<file path="config.mk">
export PLATFORM = sky130hd
export DESIGN_NAME = channel_continuity_hysteresis
export DESIGN_NICKNAME = d
export VERILOG_FILES = /design/src/rtl/core/cch_pkg.sv /design/src/rtl/core/cch_cfg_regs.sv /design/src/rtl/core/cch_decide.sv /design/src/rtl/core/channel_continuity_hysteresis.sv
export SDC_FILE = /design/constraint.sdc
export NUM_CORES = 1
export LEC_CHECK = 0
export BUFFER_PORTS_ARGS = -buffer_cell sky130_fd_sc_hd__buf_2
export CORE_MARGIN = 2
export CORE_UTILIZATION = 64
export DETAILED_ROUTE_END_ITERATION = 6
export PLACE_DENSITY = 0.89
export SLEW_MARGIN = 20
export SYNTH_ARGS = -nofsm -noshare
export SYNTH_HDL_FRONTEND = slang
export SYNTH_SLANG_ARGS = --single-unit
</file>
<file path="constraint.sdc">
create_clock -name aclk -period 21.4 [get_ports aclk]
set_clock_uncertainty 0.15 [all_clocks]
set_input_delay 1.07 -clock aclk [delete_from_list [all_inputs] [get_ports aclk]]
set_output_delay 1.07 -clock aclk [all_outputs]
set_load 0.05 [all_outputs]
</file>
<file path="src/rtl/core/cch_pkg.sv">
`timescale 1ns / 1ps
// ----------------------------------------------------------------------------
// cch_pkg
// Shared types, constants and channel decoding for the channel continuity
// hysteresis detector.
// ----------------------------------------------------------------------------
package cch_pkg;

    localparam int NUM_BOARDS         = 4;
    localparam int CHANNELS_PER_BOARD = 8;
    localparam int ADC_WIDTH          = 12;

    localparam int NUM_SAMPLES    = 8;
    localparam int NUM_MAPS       = 4;
    localparam int TOTAL_CHANNELS = NUM_BOARDS * CHANNELS_PER_BOARD;

    // Field widths of the interface.
    localparam int CH_W      = 5;
    localparam int SAMPLE_W  = 12;
    localparam int THR_W     = 12;
    localparam int MAP_W     = 24;
    localparam int MASK_W    = 8;
    localparam int POS_W     = 3;
    localparam int LOCAL_W   = 3;
    localparam int MAP_SEL_W = 2;

    // Only the low ADC_WIDTH bits of a sample take part, at most the field.
    localparam int SAMPLE_BITS = (ADC_WIDTH < SAMPLE_W) ? ADC_WIDTH : SAMPLE_W;
    localparam int SUM_W       = SAMPLE_BITS + 3;

    localparam int CH_IDX_W = (TOTAL_CHANNELS > 1) ? $clog2(TOTAL_CHANNELS) : 1;
    localparam int CH_EXT_W = (CH_IDX_W > CH_W) ? CH_IDX_W : CH_W;
    localparam int BOARD_W  = (NUM_BOARDS > 1) ? $clog2(NUM_BOARDS) : 1;

    localparam int S_TDATA_W = 104;
    localparam int M_TDATA_W = 32;
    localparam int IN_W      = CH_W + NUM_SAMPLES * SAMPLE_W;
    localparam int OUT_W     = CH_W + 3 + THR_W + MASK_W;

    // Configuration port.
    localparam int CFG_ADDR_W = 4;
    localparam int CFG_DATA_W = 24;

    localparam logic [CFG_ADDR_W-1:0] CFG_ENABLE    = 4'd0;
    localparam logic [CFG_ADDR_W-1:0] CFG_ON_THR    = 4'd1;
    localparam logic [CFG_ADDR_W-1:0] CFG_OFF_THR   = 4'd2;
    localparam logic [CFG_ADDR_W-1:0] CFG_CLAMP_THR = 4'd3;
    localparam logic [CFG_ADDR_W-1:0] CFG_LED_MAP0  = 4'd4;
    localparam logic [CFG_ADDR_W-1:0] CFG_LED_MAP1  = 4'd5;
    localparam logic [CFG_ADDR_W-1:0] CFG_LED_MAP2  = 4'd6;
    localparam logic [CFG_ADDR_W-1:0] CFG_LED_MAP3  = 4'd7;

    localparam logic [THR_W-1:0] ON_THR_RESET    = 12'd2048;
    localparam logic [THR_W-1:0] OFF_THR_RESET   = 12'd1024;
    localparam logic [THR_W-1:0] CLAMP_THR_RESET = 12'd4095;
    localparam logic [MAP_W-1:0] LED_MAP_RESET   = 24'hFAC688;

    typedef logic [SAMPLE_W-1:0] sample_t;

    typedef struct packed {
        logic                               enable;
        logic [THR_W-1:0]                   on_thr;
        logic [THR_W-1:0]                   off_thr;
        logic [THR_W-1:0]                   clamp_thr;
        logic [NUM_MAPS-1:0][MAP_W-1:0]     led_map;
    } cfg_t;

    // Packed so that the channel sits in the lowest bits, then sample 0 up.
    typedef struct packed {
        sample_t [NUM_SAMPLES-1:0] samples;
        logic [CH_W-1:0]           channel;
    } in_item_t;

    typedef struct packed {
        logic [MASK_W-1:0] board_led_mask;
        logic [THR_W-1:0]  average;
        logic              clamped;
        logic              changed;
        logic              is_connected;
        logic [CH_W-1:0]   out_channel;
    } out_item_t;

    typedef struct packed {
        logic [THR_W-1:0]  average;
        logic              clamped;
        logic              now;
        logic              changed;
        logic [MASK_W-1:0] new_mask;
    } decision_t;

    // Board of a global channel: a row of independent compares.
    function automatic logic [BOARD_W-1:0] board_of(input logic [CH_EXT_W-1:0] ch);
        logic [BOARD_W-1:0] b;
        b = '0;
        for (int i = 1; i < NUM_BOARDS; i++) begin
            if (int'(ch) >= i * CHANNELS_PER_BOARD) begin
                b = BOARD_W'(i);
            end
        end
        return b;
    endfunction

endpackage

</file>
<file path="src/rtl/core/cch_cfg_regs.sv">
`timescale 1ns / 1ps
// ----------------------------------------------------------------------------
// cch_cfg_regs
// Configuration register file: enable, the three thresholds and the four
// board LED maps, written through a valid/ready channel.
// ----------------------------------------------------------------------------
module cch_cfg_regs (
    input  logic                           aclk,
    input  logic                           aresetn,
    input  logic                           cfg_valid,
    output logic                           cfg_ready,
    input  logic [cch_pkg::CFG_ADDR_W-1:0] cfg_addr,
    input  logic [cch_pkg::CFG_DATA_W-1:0] cfg_wdata,
    output cch_pkg::cfg_t                  cfg
);

    cch_pkg::cfg_t cfg_reg;
    cch_pkg::cfg_t cfg_next;

    assign cfg_ready = 1'b1;
    assign cfg       = cfg_reg;

    always_comb begin
        cfg_next = cfg_reg;
        if (cfg_valid) begin
            case (cfg_addr)
                cch_pkg::CFG_ENABLE:    cfg_next.enable    = cfg_wdata[0];
                cch_pkg::CFG_ON_THR:    cfg_next.on_thr    = cfg_wdata[cch_pkg::THR_W-1:0];
                cch_pkg::CFG_OFF_THR:   cfg_next.off_thr   = cfg_wdata[cch_pkg::THR_W-1:0];
                cch_pkg::CFG_CLAMP_THR: cfg_next.clamp_thr = cfg_wdata[cch_pkg::THR_W-1:0];
                cch_pkg::CFG_LED_MAP0:  cfg_next.led_map[0] = cfg_wdata[cch_pkg::MAP_W-1:0];
                cch_pkg::CFG_LED_MAP1:  cfg_next.led_map[1] = cfg_wdata[cch_pkg::MAP_W-1:0];
                cch_pkg::CFG_LED_MAP2:  cfg_next.led_map[2] = cfg_wdata[cch_pkg::MAP_W-1:0];
                cch_pkg::CFG_LED_MAP3:  cfg_next.led_map[3] = cfg_wdata[cch_pkg::MAP_W-1:0];
                default: ;
            endcase
        end
    end

    always_ff @(posedge aclk) begin
        if (!aresetn) begin
            cfg_reg.enable    <= 1'b1;
            cfg_reg.on_thr    <= cch_pkg::ON_THR_RESET;
            cfg_reg.off_thr   <= cch_pkg::OFF_THR_RESET;
            cfg_reg.clamp_thr <= cch_pkg::CLAMP_THR_RESET;
            for (int i = 0; i < cch_pkg::NUM_MAPS; i++) begin
                cfg_reg.led_map[i] <= cch_pkg::LED_MAP_RESET;
            end
        end else begin
            cfg_reg <= cfg_next;
        end
    end

endmodule

</file>
<file path="src/rtl/core/cch_decide.sv">
`timescale 1ns / 1ps
// ----------------------------------------------------------------------------
// cch_decide
// Averages the eight samples of one channel and applies the clamp override
// and the hysteresis thresholds, then works out the board's new LED mask.
// ----------------------------------------------------------------------------
module cch_decide (
    input  cch_pkg::sample_t [cch_pkg::NUM_SAMPLES-1:0] samples,
    input  logic                                        prev_flag,
    input  logic [cch_pkg::MASK_W-1:0]                  prev_mask,
    input  logic [cch_pkg::MAP_W-1:0]                   led_map,
    input  logic [cch_pkg::LOCAL_W-1:0]                 local_ch,
    input  cch_pkg::cfg_t                               cfg,
    output cch_pkg::decision_t                          dec
);

    logic [cch_pkg::SUM_W-1:0]  sum;
    logic [cch_pkg::THR_W-1:0]  avg;
    logic [cch_pkg::POS_W-1:0]  bit_pos;
    logic [cch_pkg::MASK_W-1:0] bit_sel;
    logic                       now;

    always_comb begin
        sum = '0;
        for (int i = 0; i < cch_pkg::NUM_SAMPLES; i++) begin
            sum = sum + cch_pkg::SUM_W'(samples[i][cch_pkg::SAMPLE_BITS-1:0]);
        end
    end

    // Truncating divide by eight.
    assign avg = cch_pkg::THR_W'(sum >> 3);

    always_comb begin
        if (avg >= cfg.clamp_thr) begin
            now = 1'b0;
        end else if (avg > cfg.on_thr) begin
            now = 1'b1;
        end else if (avg < cfg.off_thr) begin
            now = 1'b0;
        end else begin
            now = prev_flag;
        end
    end

    assign bit_pos = led_map[cch_pkg::POS_W * local_ch +: cch_pkg::POS_W];
    assign bit_sel = cch_pkg::MASK_W'(1) << bit_pos;

    always_comb begin
        dec.average  = avg;
        dec.clamped  = (avg >= cfg.clamp_thr);
        dec.now      = now;
        dec.changed  = (now != prev_flag);
        dec.new_mask = prev_mask;
        if (now != prev_flag) begin
            dec.new_mask = now ? (prev_mask | bit_sel) : (prev_mask & ~bit_sel);
        end
    end

endmodule

</file>
<file path="src/rtl/core/channel_continuity_hysteresis.sv">
`timescale 1ns / 1ps
// ----------------------------------------------------------------------------
// channel_continuity_hysteresis
// Multichannel continuity detector with clamp override, hysteresis and
// per-board LED masks.
// ----------------------------------------------------------------------------
// The block takes one channel measurement per clock cycle unless the result
// register is held by back-pressure on m_tready. Each item passes through the
// input register, then the averaging and threshold logic, into the result
// register. The channel link flags and board LED masks are flip-flops
// updated as an item moves into the result register, so consecutive items
// on the same channel see each other's state without any stall. Items that
// arrive while sensing is disabled, or that name a channel beyond the last
// board, are consumed and give no result. Configuration is written through
// the cfg_ port, always ready, and must only be changed while the block is
// idle.
module channel_continuity_hysteresis (
    input  logic                           aclk,
    input  logic                           aresetn,
    // Input: channel, sample_0 .. sample_7 (lowest bit up), zero padded.
    input  logic                           s_tvalid,
    output logic                           s_tready,
    input  logic [cch_pkg::S_TDATA_W-1:0]  s_tdata,
    // Result: out_channel, is_connected, changed, clamped, average,
    // board_led_mask (lowest bit up), zero padded.
    output logic                           m_tvalid,
    input  logic                           m_tready,
    output logic [cch_pkg::M_TDATA_W-1:0]  m_tdata,
    input  logic                           cfg_valid,
    output logic                           cfg_ready,
    input  logic [cch_pkg::CFG_ADDR_W-1:0] cfg_addr,
    input  logic [cch_pkg::CFG_DATA_W-1:0] cfg_wdata
);

    cch_pkg::cfg_t      cfg;
    cch_pkg::decision_t dec;

    logic               in_valid_reg;
    logic               in_valid_next;
    cch_pkg::in_item_t  in_item_reg;

    logic               out_valid_reg;
    logic               out_valid_next;
    cch_pkg::out_item_t out_item_reg;
    cch_pkg::out_item_t out_item_next;

    logic [cch_pkg::TOTAL_CHANNELS-1:0]             link_flags_reg;
    logic [cch_pkg::TOTAL_CHANNELS-1:0]             link_flags_next;
    logic [cch_pkg::NUM_BOARDS-1:0][cch_pkg::MASK_W-1:0] led_mask_reg;
    logic [cch_pkg::NUM_BOARDS-1:0][cch_pkg::MASK_W-1:0] led_mask_next;

    logic [cch_pkg::CH_EXT_W-1:0]  ch_ext;
    logic [cch_pkg::CH_IDX_W-1:0]  ch_idx;
    logic [cch_pkg::BOARD_W-1:0]   board;
    logic [cch_pkg::LOCAL_W-1:0]   local_ch;
    logic [cch_pkg::MAP_SEL_W-1:0] map_sel;
    logic                          ch_ok;
    logic                          item_ok;
    logic                          out_free;
    logic                          advance;

    cch_cfg_regs u_cfg (
        .aclk      (aclk),
        .aresetn   (aresetn),
        .cfg_valid (cfg_valid),
        .cfg_ready (cfg_ready),
        .cfg_addr  (cfg_addr),
        .cfg_wdata (cfg_wdata),
        .cfg       (cfg)
    );

    // Channel decoding.
    assign ch_ext   = cch_pkg::CH_EXT_W'(in_item_reg.channel);
    assign ch_idx   = ch_ext[cch_pkg::CH_IDX_W-1:0];
    assign ch_ok    = (int'(ch_ext) < cch_pkg::TOTAL_CHANNELS);
    assign board    = cch_pkg::board_of(ch_ext);
    assign local_ch = cch_pkg::LOCAL_W'(int'(ch_ext) - int'(board) * cch_pkg::CHANNELS_PER_BOARD);
    assign map_sel  = cch_pkg::MAP_SEL_W'(board);
    assign item_ok  = cfg.enable && ch_ok;

    cch_decide u_decide (
        .samples   (in_item_reg.samples),
        .prev_flag (link_flags_reg[ch_idx]),
        .prev_mask (led_mask_reg[board]),
        .led_map   (cfg.led_map[map_sel]),
        .local_ch  (local_ch),
        .cfg       (cfg),
        .dec       (dec)
    );

    // The result register frees up when empty or when its transaction goes.
    assign out_free = !out_valid_reg || m_tready;
    assign advance  = in_valid_reg && out_free;
    assign s_tready = !in_valid_reg || advance;

    always_comb begin
        in_valid_next = in_valid_reg;
        if (s_tready) begin
            in_valid_next = s_tvalid;
        end
    end

    always_comb begin
        out_valid_next = out_valid_reg;
        if (out_free) begin
            out_valid_next = in_valid_reg && item_ok;
        end
        out_item_next.out_channel    = in_item_reg.channel;
        out_item_next.is_connected   = dec.now;
        out_item_next.changed        = dec.changed;
        out_item_next.clamped        = dec.clamped;
        out_item_next.average        = dec.average;
        out_item_next.board_led_mask = dec.new_mask;
    end

    always_comb begin
        link_flags_next = link_flags_reg;
        led_mask_next   = led_mask_reg;
        if (advance && item_ok) begin
            link_flags_next[ch_idx] = dec.now;
            led_mask_next[board]    = dec.new_mask;
        end
    end

    always_ff @(posedge aclk) begin
        if (!aresetn) begin
            in_valid_reg   <= 1'b0;
            out_valid_reg  <= 1'b0;
            link_flags_reg <= '0;
            led_mask_reg   <= '0;
        end else begin
            in_valid_reg   <= in_valid_next;
            out_valid_reg  <= out_valid_next;
            link_flags_reg <= link_flags_next;
            led_mask_reg   <= led_mask_next;
        end
    end

    always_ff @(posedge aclk) begin
        if (s_tvalid && s_tready) begin
            in_item_reg <= s_tdata[cch_pkg::IN_W-1:0];
        end
        if (advance) begin
            out_item_reg <= out_item_next;
        end
    end

    assign m_tvalid = out_valid_reg;
    assign m_tdata  = cch_pkg::M_TDATA_W'(out_item_reg);

    // A clamped measurement always leaves the channel open.
    a_clamp_open: assert property (@(posedge aclk) disable iff (!aresetn)
        (out_valid_reg && out_item_reg.clamped) |-> !out_item_reg.is_connected)
        else $error("clamped result reports a connected channel");

    // A dropped item empties the result register rather than leaving a stale one.
    a_drop_no_result: assert property (@(posedge aclk) disable iff (!aresetn)
        (advance && !item_ok) |=> !out_valid_reg)
        else $error("dropped item produced a result");

    // A reported change really flips the stored link flag.
    a_change_flips: assert property (@(posedge aclk) disable iff (!aresetn)
        (advance && item_ok && dec.changed) |=>
            (link_flags_reg[$past(ch_idx)] != $past(link_flags_reg[ch_idx])))
        else $error("change flag set without link flag update");

    // The result register shows the state that was just stored for the channel.
    a_state_matches: assert property (@(posedge aclk) disable iff (!aresetn)
        (advance && item_ok) |=>
            (out_item_reg.is_connected == link_flags_reg[$past(ch_idx)]))
        else $error("result state differs from stored link flag");

endmodule

</file>
======== Word level (Yosys, flattened, before mapping) ========
Index checks and enable logic that the tools add are counted.
word-level totals
  flip-flop bits (word level) ............. 328
  output and inout bits ................... 35
  word-level logic and storage cells ...... 101
operators by class
  bitwise logic cells ..................... 3
  multiply operators ...................... 1
  reductions and logical operators ........ 19
  order comparisons ....................... 10
  equality and inequality tests ........... 8
  $add $sub $neg .......................... 8
  muxes and demuxes ....................... 20
  shifts and indexed selects .............. 2
operator list
  kind                 count
  $add 15x12->15       6
  $bwmux 32            2
  $bmux 24 s2          1
  $mux 8               4
  $mux 24              1
  $shiftx 24x6->3      1
  $bmux 8 s2           1
  $demux 8 s2          1
  $eq 4x3->1 const B   4
  $reduce_and 2->1     8
  $add 12x12->13       1
  $ge 12x12->1         1
  $gt 12x12->1         1
  $lt 12x12->1         1
  $ge 5x5->1 const B   2
  $and 8x8->8          1
  $eq 4x2->1 const B   2
  $not 8->8            1
  $or 8x8->8           1
  $shl 1x3->8 const A  1
  $logic_and 1x1->1    6
  $lt 5x6->1 const B   1
  $mux 1               6
  $bmux 1 s5           1
  other kinds (13)     16

======== Longest topological paths before layout ========
Gate-level depths: netlist (run 1).
  depth in word-level cells ............... 14
  mapped depth ............................ 34

======== Modules after synthesis ========
From an unflattened synthesis (run 1), not the netlist that was laid out.
second synthesis, totals
  cells, all modules ...................... 1431
  area total of the unflattened synthesis .. 16992.5 sq um
by module, submodules not included
  module                         times used  cells each  area each (sq um)  sequential area each (sq um)
  channel_continuity_hysteresis  1           473         7897.6             5195.0
  cch_cfg_regs                   1           501         5154.9             2662.6
  cch_decide                     1           457         3940.0             0.0

======== Worst setup path before layout (run 1) ========
No wires, ideal clock.
  path type ............................... reg2reg
  start ................................... register in_item_reg[5] (netlist bit)
  end ..................................... register out_item_reg, in the netlist m_tdata[6], data pin
  required time ........................... 20983 ps
  library setup time ...................... 267 ps
  arrival ................................. 6995 ps
  setup slack ............................. 13988 ps
  cell stages (with the launch flop) ...... 33
  clock period less this slack ............ 7412 ps
  cell sequence ........................... edfxtp_1 ha_1 inv_1 fa_1 nor2b_1 o21ai_0 nand2b_1 a21o_1 a21oi_1 xnor2_1 fa_1 inv_1 fa_1 fa_1 inv_1 fa_1 ha_1 and4_1 nor3_1 o21ai_0 a211o_1 a21oi_1 xnor2_1 ha_1 nand4_1 nor4_1 o211ai_1 o211ai_1 a22oi_4 nor2_4 buf_4 buf_4 xnor2_1
RTL lines
  element                 RTL line                              RTL
  from (decl)             channel_continuity_hysteresis.sv:40   cch_pkg::in_item_t in_item_reg;
  from (signal assigned)  channel_continuity_hysteresis.sv:141  in_item_reg <= s_tdata[cch_pkg::IN_W-1:0];
  to (signal assigned)    channel_continuity_hysteresis.sv:144  out_item_reg <= out_item_next;
  to (decl)               channel_continuity_hysteresis.sv:44   cch_pkg::out_item_t out_item_reg;

==> reports/summary.txt, run 1 <==
Yosys reg bits: 328
hold wc startpoint: led_mask_reg[15]
starting density of the core: 65.5%
Layout area overhead: 12.5%
clock latency on the worst-skew pair: 0.52 ns
total power: 3.14 mW
r2r setup slk: 11.74 ns
crit path max fanout: 94
HPWL Detailed: 25900 microns
reg2reg start: in_item_reg[5]
Setup TNS Final: 0 ns
Setup CP Type: reg2reg
Net Sw Frac: 46.7%
max cap viols: 0
Final Hold Fails: 0
Arrival @ worst endpoint: 9.83 ns
Final Non-Filler Cells: 2106
YS warnings: 0
DRT Pass-1 Iters: 5
syn_area_per_cell: 10.2 sq um
die height: 165 microns
die area: 27200 sq um
Port-buffer cells: 163
Nets: 2007
outcome: complete, no violations
cell taking the most area after synthesis: dfxtp_1
asr flop ratio synth: 0%
pin count of the biggest net entering global routing: 95
cts repair resizes: 0
first-pass GRT wire length: 65100 microns
vias in the first global route: 13255
Worst path slowest cell: buf_4
CP endpoint: m_tdata[22]
Final Max Slew Viols: 0
placeable core area: 25300 sq um
global placement routability congestion: 0.849
Distinct cells, synth: 61
CP peak stage delay: 0.70 ns
root buffer cell: clkbuf_16
Cells after Synth: 1621
Hold Slack: 0.299 ns
Area contributors post-synth: dfxtp_1, edfxtp_1, fa_1, nand2_1, ha_1
sequential area share after synthesis: 47.3%
cell mode on critical path: fa_1
final wirelength: 41400 microns
Post-Place Setup Slack: 12.02 ns
hold_buf cts: 0
drt wl/cell: 19.7 microns
worst setup slack after layout: 11.74 ns
share of layout cells above drive strength 1: 16.7%
post-CTS setup buffer count: 0
most common cell in the netlist: nand2_1
FP Rows: 58
Post-synth EDFFs: 129
GRT Total Usage: 30.4%
Required @ worst endpoint: 21.57 ns
top post-synthesis cells by count: nand2_1, dfxtp_1, inv_1, edfxtp_1, a21oi_1
CP endpoint kind: flip-flop
Final Cycle Share: 45.1%
Top Ports: 172
RSZ-0062 raised after global routing: false
CTS buffer count: 34
fill cell count: 1630
Overflow after GRT: 0
# H-tree levels: 2
Net Switching: 1.47 mW
Max-slew headroom: 32.0%
VDD IR max: 0.425 mV
buffer depth of the longest clock path: 3
final setup fails: 0
routed vias/inst: 6.24
post-synth top area share: 24.0%
Hold Path Class: reg2reg
f_max: 0.104 GHz
max reg flops: 133
P_leak: 7.67 nW
Slew @ Worst Pin: 1.01 ns
reg2reg path depth: 32
drt initial violations: 1476
Internal: 1.68 mW
minimum clock period: 9.66 ns
Comb pwr share: 57.2%
antenna violations before repair: 3
Top FF cell, synth: dfxtp_1
CTS tree: yes
antenna viol nets, final: 0
Clk pin slew, worst setup/hold paths: 0.06 ns
clock network power share: 19.1%
Reg-to-Reg End: m_tdata[22]
Power Density: 168 nW/um^2
Critical Path Start Type: flip-flop
dpl cells: 2041
CTS sink count: 328
sequential share of power: 23.7%
vias: 13142
worst setup path startpoint: in_item_reg[5]
Die Wd: 165 microns
DRC viols: 0
Netlist Area Pre-Place: 16600 sq um
stage by stage:
step | utilization [%] | instance area (sq um)
finish | 73.7 | 18700
global route | 73.7 | 18700
CTS | 73.6 | 18600
detailed placement | 69.2 | 17500
global placement | 69.1 | 17500
floorplan | - | 16600
cell families after synthesis:
kind of cell	after synthesis	share of synthesized area, %
XOR/XNOR	22	1.16
AO/OA/AOI/OAI	303	12.1
buffers and inverters	234	6.14
multiplexers	82	7.55
AND/OR/NAND/NOR	528	13.9
adder cells (fa/ha/maj)	122	11.8
other	2	0.0452
flip-flops	328	47.3
worst min path at each step:
stage | end | depth (start not counted)
after global placement | led_mask_reg[11] | 2
after global routing | u_cfg.cfg[59] | 2
final | led_mask_reg[15] | 2
after floorplan | m_tdata[2] | 0
after detailed placement | led_mask_reg[19] | 2
after CTS | led_mask_reg[19] | 2
power by group through the flow:
stage,clock [mW],sequential [mW],combinational [mW]
floorplan,0,0.815,1.33
global placement,0,0.753,1.56
detailed placement,0,0.756,1.68
CTS,0.602,0.743,1.75
global route,0.626,0.746,1.96
finish,0.601,0.744,1.80
per-layer routing:
metal	wire, microns	GRT usage, %	vias up
met3	3530	5.02	131
li1	-	-	5944
met4	1500	14.3	4
met5	19	0	-
met1	15400	38.5	6336
met2	20900	51.0	727
area by class of cell:
class / count / area (sq um) / share of cell area, %
Clock inverter: 16 / 149 / 0.798
Sequential cell: 328 / 7860 / 42.1
Tap cell: 330 / 413 / 2.21
Timing Repair Buffer: 185 / 985 / 5.28
Antenna cell: 2 / 5.00 / 0.0268
Clock buffer: 46 / 980 / 5.25
Inverter: 137 / 514 / 2.76
Multi-Input combinational cell: 1062 / 7760 / 41.6
placed cells by master (no fill, tap or decap), types with 10 or more instances in the layout:
cell,count
nand2_1,287
dfxtp_1,199
buf_2,163
inv_1,135
edfxtp_1,129
a21oi_1,109
nor2_1,80
ha_1,64
nand3_1,61
fa_1,58
mux2i_1,46
clkbuf_16,37
mux4_2,34
a41oi_1,34
o21ai_1,33
nor3_1,28
o41ai_1,26
o21ai_0,23
buf_4,21
o211ai_1,18
xnor2_1,15
nand2b_1,11
a31oi_1,11
nor2b_1,10
nand4_1,10
a21o_1,10
worst max-delay path: cells and delay by family (launching register included):
kind            cells  cell delay (ns)
fa+ha+maj           8             3.28
buf+inv             4             0.90
compound gates     11             2.71
xor+xnor            2             0.36
flops               1             0.38
simple gates        7             1.63
Power figures use the tool's default switching activity.
==> inputs of run 2 (changes only) <==
--- a/config.mk
+++ b/config.mk
@@ -7,9 +7,9 @@
 export LEC_CHECK = 0
 export BUFFER_PORTS_ARGS = -buffer_cell sky130_fd_sc_hd__buf_2
 export CORE_MARGIN = 2
-export CORE_UTILIZATION = 64
+export CORE_UTILIZATION = 60
 export DETAILED_ROUTE_END_ITERATION = 6
-export PLACE_DENSITY = 0.89
+export PLACE_DENSITY = 0.84
 export SLEW_MARGIN = 20
 export SYNTH_ARGS = -nofsm -noshare
 export SYNTH_HDL_FRONTEND = slang
==> constraint.sdc (replaced) <==
create_clock -name aclk -period 10 [get_ports aclk]
set_clock_uncertainty 0.15 [all_clocks]
set_input_delay 0.5 -clock aclk [delete_from_list [all_inputs] [get_ports aclk]]
set_output_delay 0.5 -clock aclk [all_outputs]
set_load 0.05 [all_outputs]
==> run 2 against run 1 <==
  * Hold slack worse by 0.30 ns
  * Non-clock buffer count up 50
  * Critical path depth down 1
  * Total power up 110%
  * Register-to-register slack worse by 11 ns
  * Final area up 2.9%
  * Clock power up 100%
  * Global-route usage down 1.1 points
  * Utilization down 2.7 points
  * Combinational power up 120%
  * Critical path type unchanged
  * Largest power group unchanged
==> reports/summary.txt, run 2 (synthesis gave the netlist of run 1 again) <==
outcome: complete, no violations (unchanged)
Port-buffer cells: 163 (unchanged)
starting density of the core: 61.4% (was 65.5%)
antenna violations before repair: 3 (unchanged)
worst setup slack after layout: 0.607 ns (was 11.74 ns)
antenna viol nets, final: 0 (unchanged)
root buffer cell: clkbuf_16 (unchanged)
Buf/Inv on CP: 3 (was 4)
vias in the first global route: 13365 (was 13255)
Clk pin slew, worst setup/hold paths: 0.06 ns (about the same)
max reg flops: 133 (unchanged)
pin count of the biggest net entering global routing: 109 (was 95)
Setup CP Type: reg2reg (unchanged)
Max-slew headroom: 26.1% (was 32.0%)
Hold Slack: 0.000885 ns (was 0.299 ns)
final wirelength: 42200 microns (was 41400 microns)
GRT Total Usage: 29.2% (was 30.4%)
commonest non-fill, non-tap cell in the layout: nand2_1 (unchanged)
CTS buffer count: 35 (was 34)
CTS sink count: 328 (unchanged)
DRC viols: 0 (unchanged)
Final Hold Fails: 0 (unchanged)
final instance area: 19200 sq um (was 18700 sq um)
crit path max fanout: 74 (was 94)
die area: 29000 sq um (was 27200 sq um)
most frequent cells in the layout: nand2_1, dfxtp_1, buf_2, inv_1, edfxtp_1 (unchanged)
Critical Path Start Type: flip-flop (unchanged)
P_leak: 7.87 nW (was 7.67 nW)
Top Ports: 172 (unchanged)
die height: 170 microns (was 165 microns)
Final Max Slew Viols: 0 (unchanged)
fill cell count: 1846 (was 1630)
r2r setup slk: 0.61 ns (was 11.74 ns)
DRT Pass-1 Iters: 5 (unchanged)
Layout area overhead: 15.7% (was 12.5%)
share of layout cells above drive strength 1: 16.2% (was 16.7%)
CP peak stage delay: 0.54 ns (was 0.70 ns)
Final Non-Filler Cells: 2169 (was 2106)
vias: 13105 (was 13142)
Power Density: 349 nW/um^2 (was 168 nW/um^2)
Setup TNS Final: 0 ns (unchanged)
dpl cells: 2047 (was 2041)
CTS tree: yes (unchanged)
Nets: 2058 (was 2007)
Required @ worst endpoint: 10.19 ns (was 21.57 ns)
Die Wd: 170 microns (was 165 microns)
FP Rows: 60 (was 58)
Overflow after GRT: 0 (unchanged)
Slew @ Worst Pin: 1.11 ns (was 1.01 ns)
HPWL Detailed: 24900 microns (was 25900 microns)
minimum clock period: 9.39 ns (was 9.66 ns)
RSZ-0062 raised after global routing: false (unchanged)
Hold Path Class: in2reg (was reg2reg)
# H-tree levels: 2 (unchanged)
Post-DP Area: 17500 sq um (about the same)
Worst path slowest cell: fa_1 (was buf_4)
clock latency on the worst-skew pair: 0.53 ns (was 0.52 ns)
drt initial violations: 1290 (was 1476)
first-pass GRT wire length: 67300 microns (was 65100 microns)
Post-Place Setup Slack: 0.996 ns (was 12.02 ns)
footprint of the multi-input gates: 7790 sq um (was 7760 sq um)
crit-path leading delay family: adder cells (unchanged)
placeable core area: 27000 sq um (was 25300 sq um)
global placement routability congestion: 0.807 (was 0.849)
CP endpoint kind: flip-flop (unchanged)
routed vias/inst: 6.04 (was 6.24)
drt wl/cell: 19.5 microns (was 19.7 microns)
final setup fails: 0 (unchanged)
total power: 6.70 mW (was 3.14 mW)
final core utilization: 71.0% (was 73.7%)
f_max: 0.106 GHz (was 0.104 GHz)
Arrival @ worst endpoint: 9.58 ns (was 9.83 ns)
max cap viols: 0 (unchanged)
sequential cell area: 7860 sq um (unchanged)
VDD IR max: 0.689 mV (was 0.425 mV)
Final Cycle Share: 93.9% (was 45.1%)
buffer depth of the longest clock path: 3 (unchanged)
-- run 2: cell count changes in the layout (fill, tap and decap cells not counted), moves of 3 or more --
cell	delta
clkbuf_1	+7
bufinv_16	-3
buf_4	-9
dlygate4sd3_1	+54
clkinv_1	-3
-- run 2: path summary, 6_finish.rpt --
kind | from | endpoint | depth (start not counted)
hold / removal | s_tdata[24] | in_item_reg[24] | 1
setup / recovery | in_item_reg[6] | m_tdata[27] | 31
hold reg to reg | led_mask_reg[22] | led_mask_reg[22] | 2
setup reg to reg | in_item_reg[6] | m_tdata[27] | 31
-- run 2: metal layers --
layer / GRT usage (%) / wire length, microns / vias up
met2: 50.0 / 21000 / 612
met5: 0 / 25 / -
met4: 12.5 / 1830 / 4
met3: 5.35 / 3250 / 153
met1: 36.5 / 16100 / 6292
li1: - / - / 6044
-- run 2: what timing repair did --
item                      CTS  global route
hold buffers               53             1
gates resized for setup     0             0
hold endpoints to repair   53             1
buffers inserted            0             0
-- run 2: report_power, final --
group | internal, mW | switching [mW] | total, mW
Combinational | 1.33 | 2.54 | 3.87
Clock | 0.692 | 0.543 | 1.23
Sequential | 1.56 | 0.0326 | 1.59
Total | 3.58 | 3.12 | 6.70
-- run 2: worst register-to-register path: cells and delay by family, from the launching register on --
| kind | cells | cell delay, ns |
|---|---|---|
| compound gates | 12 | 2.86 |
| buf+inv | 3 | 0.47 |
| xor+xnor | 2 | 0.30 |
| flops | 1 | 0.40 |
| fa+ha+maj | 7 | 3.08 |
| simple gates | 7 | 1.97 |
-- run 2: area by class of cell --
type	count	area share, %
well taps	341	2.22
clock inverters	11	0.352
diodes	2	0.0261
flip-flops and latches	328	40.9
clock buffers	53	5.18
repair buffers	235	8.06
multi-input cells	1062	40.6
inverters	137	2.68
==> inputs of run 3 (changes only) <==
--- a/config.mk
+++ b/config.mk
@@ -7,9 +7,10 @@
 export LEC_CHECK = 0
 export BUFFER_PORTS_ARGS = -buffer_cell sky130_fd_sc_hd__buf_2
 export CORE_MARGIN = 2
-export CORE_UTILIZATION = 60
+export CORE_UTILIZATION = 45
 export DETAILED_ROUTE_END_ITERATION = 6
-export PLACE_DENSITY = 0.84
+export PLACE_DENSITY = 0.67
+export REMOVE_ABC_BUFFERS = 1
 export SLEW_MARGIN = 20
 export SYNTH_ARGS = -nofsm -noshare
 export SYNTH_HDL_FRONTEND = slang
==> run 3 against run 2 <==
  * Routed wire length shrank 3.0%
  * Total power fell by 0.45%
  * Hold slack better by 0.053 ns
==> reports/summary.txt, run 3 (synthesis gave the netlist of run 1 again) <==
die height: 196 microns (was 170 microns)
Worst path slowest cell: fa_1 (unchanged)
final wirelength: 41000 microns (was 42200 microns)
Top Ports: 172 (unchanged)
first-pass GRT wire length: 66000 microns (was 67300 microns)
max cap viols: 0 (unchanged)
crit-path leading delay family: adder cells (unchanged)
Critical Path Start Type: flip-flop (unchanged)
sequential cell area: 7860 sq um (unchanged)
HPWL Detailed: 25600 microns (was 24900 microns)
Setup CP Type: reg2reg (unchanged)
placeable core area: 36400 sq um (was 27000 sq um)
VDD IR max: 0.431 mV (was 0.689 mV)
Overflow after GRT: 0 (unchanged)
root buffer cell: clkbuf_16 (unchanged)
Final Cycle Share: 88.8% (was 93.9%)
vias: 12817 (was 13105)
total power: 6.67 mW (was 6.70 mW)
max reg flops: 133 (unchanged)
Buf/Inv on CP: 4 (was 3)
Final Max Slew Viols: 0 (unchanged)
buffer depth of the longest clock path: 3 (unchanged)
Hold Slack: 0.0543 ns (was 0.000885 ns)
Setup TNS Final: 0 ns (unchanged)
routed vias/inst: 5.44 (was 6.04)
DRT Pass-1 Iters: 7 (was 5)
cell mode on critical path: fa_1
CTS tree: yes (unchanged)
commonest non-fill, non-tap cell in the layout: nand2_1 (unchanged)
Critical Path Stages: 32 (was 31)
share of layout cells above drive strength 1: 16.1% (was 16.2%)
hold_buf cts: 101 (was 53)
clock latency on the worst-skew pair: 0.55 ns (was 0.53 ns)
worst setup path startpoint: in_item_reg[5] (was in_item_reg[6])
CP endpoint kind: flip-flop (unchanged)
die area: 38400 sq um (was 29000 sq um)
Clk pin slew, worst setup/hold paths: 0.06 ns (about the same)
most frequent cells in the layout: nand2_1, dfxtp_1, buf_2, inv_1, edfxtp_1 (unchanged)
r2r setup slk: 1.12 ns (was 0.61 ns)
Power Density: 334 nW/um^2 (was 349 nW/um^2)
fill cell count: 3144 (was 1846)
Max-slew headroom: 26.7% (was 26.1%)
drt wl/cell: 17.4 microns (was 19.5 microns)
Nets: 2115 (was 2058)
Required @ worst endpoint: 10.23 ns (was 10.19 ns)
CP peak stage delay: 0.54 ns (about the same)
Final Hold Fails: 0 (unchanged)
drt initial violations: 867 (was 1290)
CTS sink count: 328 (unchanged)
GRT Total Usage: 21.6% (was 29.2%)
Port-buffer cells: 163 (unchanged)
footprint of the multi-input gates: 7770 sq um (was 7790 sq um)
minimum clock period: 8.88 ns (was 9.39 ns)
Hold Path Class: in2reg (unchanged)
RSZ-0062 raised after global routing: false (unchanged)
crit path max fanout: 50 (was 74)
antenna violations before repair: 4 (was 3)
starting density of the core: 45.6% (was 61.4%)
FP Rows: 70 (was 60)
post-CTS setup buffer count: 0 (unchanged)
reg2reg start: in_item_reg[5] (was in_item_reg[6])
DRC viols: 0 (unchanged)
outcome: complete, no violations (unchanged)
vias in the first global route: 12878 (was 13365)
Die Wd: 196 microns (was 170 microns)
reg2reg path depth: 32 (was 31)
Reg-to-Reg End: m_tdata[24] (was m_tdata[27])
Arrival @ worst endpoint: 9.11 ns (was 9.58 ns)
global placement routability congestion: 0.844 (was 0.807)
CP endpoint: m_tdata[24] (was m_tdata[27])
Slew @ Worst Pin: 1.10 ns (was 1.11 ns)
cts repair resizes: 0 (unchanged)
final setup fails: 0 (unchanged)
# H-tree levels: 2 (unchanged)
CTS buffer count: 37 (was 35)
antenna viol nets, final: 0 (unchanged)
pin count of the biggest net entering global routing: 105 (was 109)
f_max: 0.113 GHz (was 0.106 GHz)
Layout area overhead: 20.3% (was 15.7%)
P_leak: 8.15 nW (was 7.87 nW)
==> run 3: cell count changes in the layout (fill, tap and decap cells not counted), sizes merged <==
| cell | change |
|---|---|
| buf | +8 |
| clkbuf | +4 |
| dlygate4sd3 | +47 |
==> run 3: where the power goes <==
part / switching, mW / internal [mW] / leakage, nW
clock network: 0.546 / 0.788 / 0.594
logic: 2.40 / 1.35 / 4.70
registers: 0.0275 / 1.56 / 2.86
==> run 3: per-layer routing <==
layer / track usage (%) / wire (microns) / vias to the layer above
met1: 26.7 / 17100 / 6235
met3: 4.59 / 2260 / 80
li1: - / - / 6155
met2: 37.4 / 20500 / 343
met4: 7.38 / 1130 / 4
met5: 0 / 21 / -
==> run 3: final cells by class <==
cell class                 count  area share [%]
clock buffer                  57            5.73
multi-input combinational   1062            38.9
antenna                        2          0.0251
inverter                     137            2.57
sequential                   328            39.3
tap                          468            2.93
timing repair buffer         290            10.2
clock inverter                11           0.282
==> run 3: through the flow <==
| step | std cells | utilization, % | setup slack (ns) | area, sq um |
|---|---|---|---|---|
| floorplan | 1527 | - | 1.72 | 16100 |
| global placement | 2183 | 48.7 | 1.27 | 17700 |
| detailed placement | 2183 | 48.7 | 1.14 | 17700 |
| CTS | 2352 | 54.8 | 1.08 | 20000 |
| global route | 2355 | 54.8 | 0.493 | 20000 |
| finish | 2355 | 54.8 | 1.12 | 20000 |
==> run 3: worst register-to-register path: cells and delay by family, from the launching register on <==
kind,cells,cell delay [ns]
AO/OA/AOI/OAI,11,2.30
XOR/XNOR,2,0.33
adder cells (fa/ha/maj),8,3.19
buffers and inverters,4,0.49
flip-flops,1,0.37
AND/OR/NAND/NOR,7,1.88
==> run 3: how the worst min path moves through the flow <==
stage / startpoint / cells after the start / endpoint / slack [ns]
floorplan: led_mask_reg[19] / 2 / led_mask_reg[19] / 0.28
global placement: led_mask_reg[14] / 2 / led_mask_reg[14] / 0.28
detailed placement: led_mask_reg[19] / 2 / led_mask_reg[19] / 0.29
CTS: s_tvalid / 3 / in_valid_reg / 0.03
global route: s_tvalid / 3 / in_valid_reg / 0.07
finish: s_tvalid / 3 / in_valid_reg / 0.05
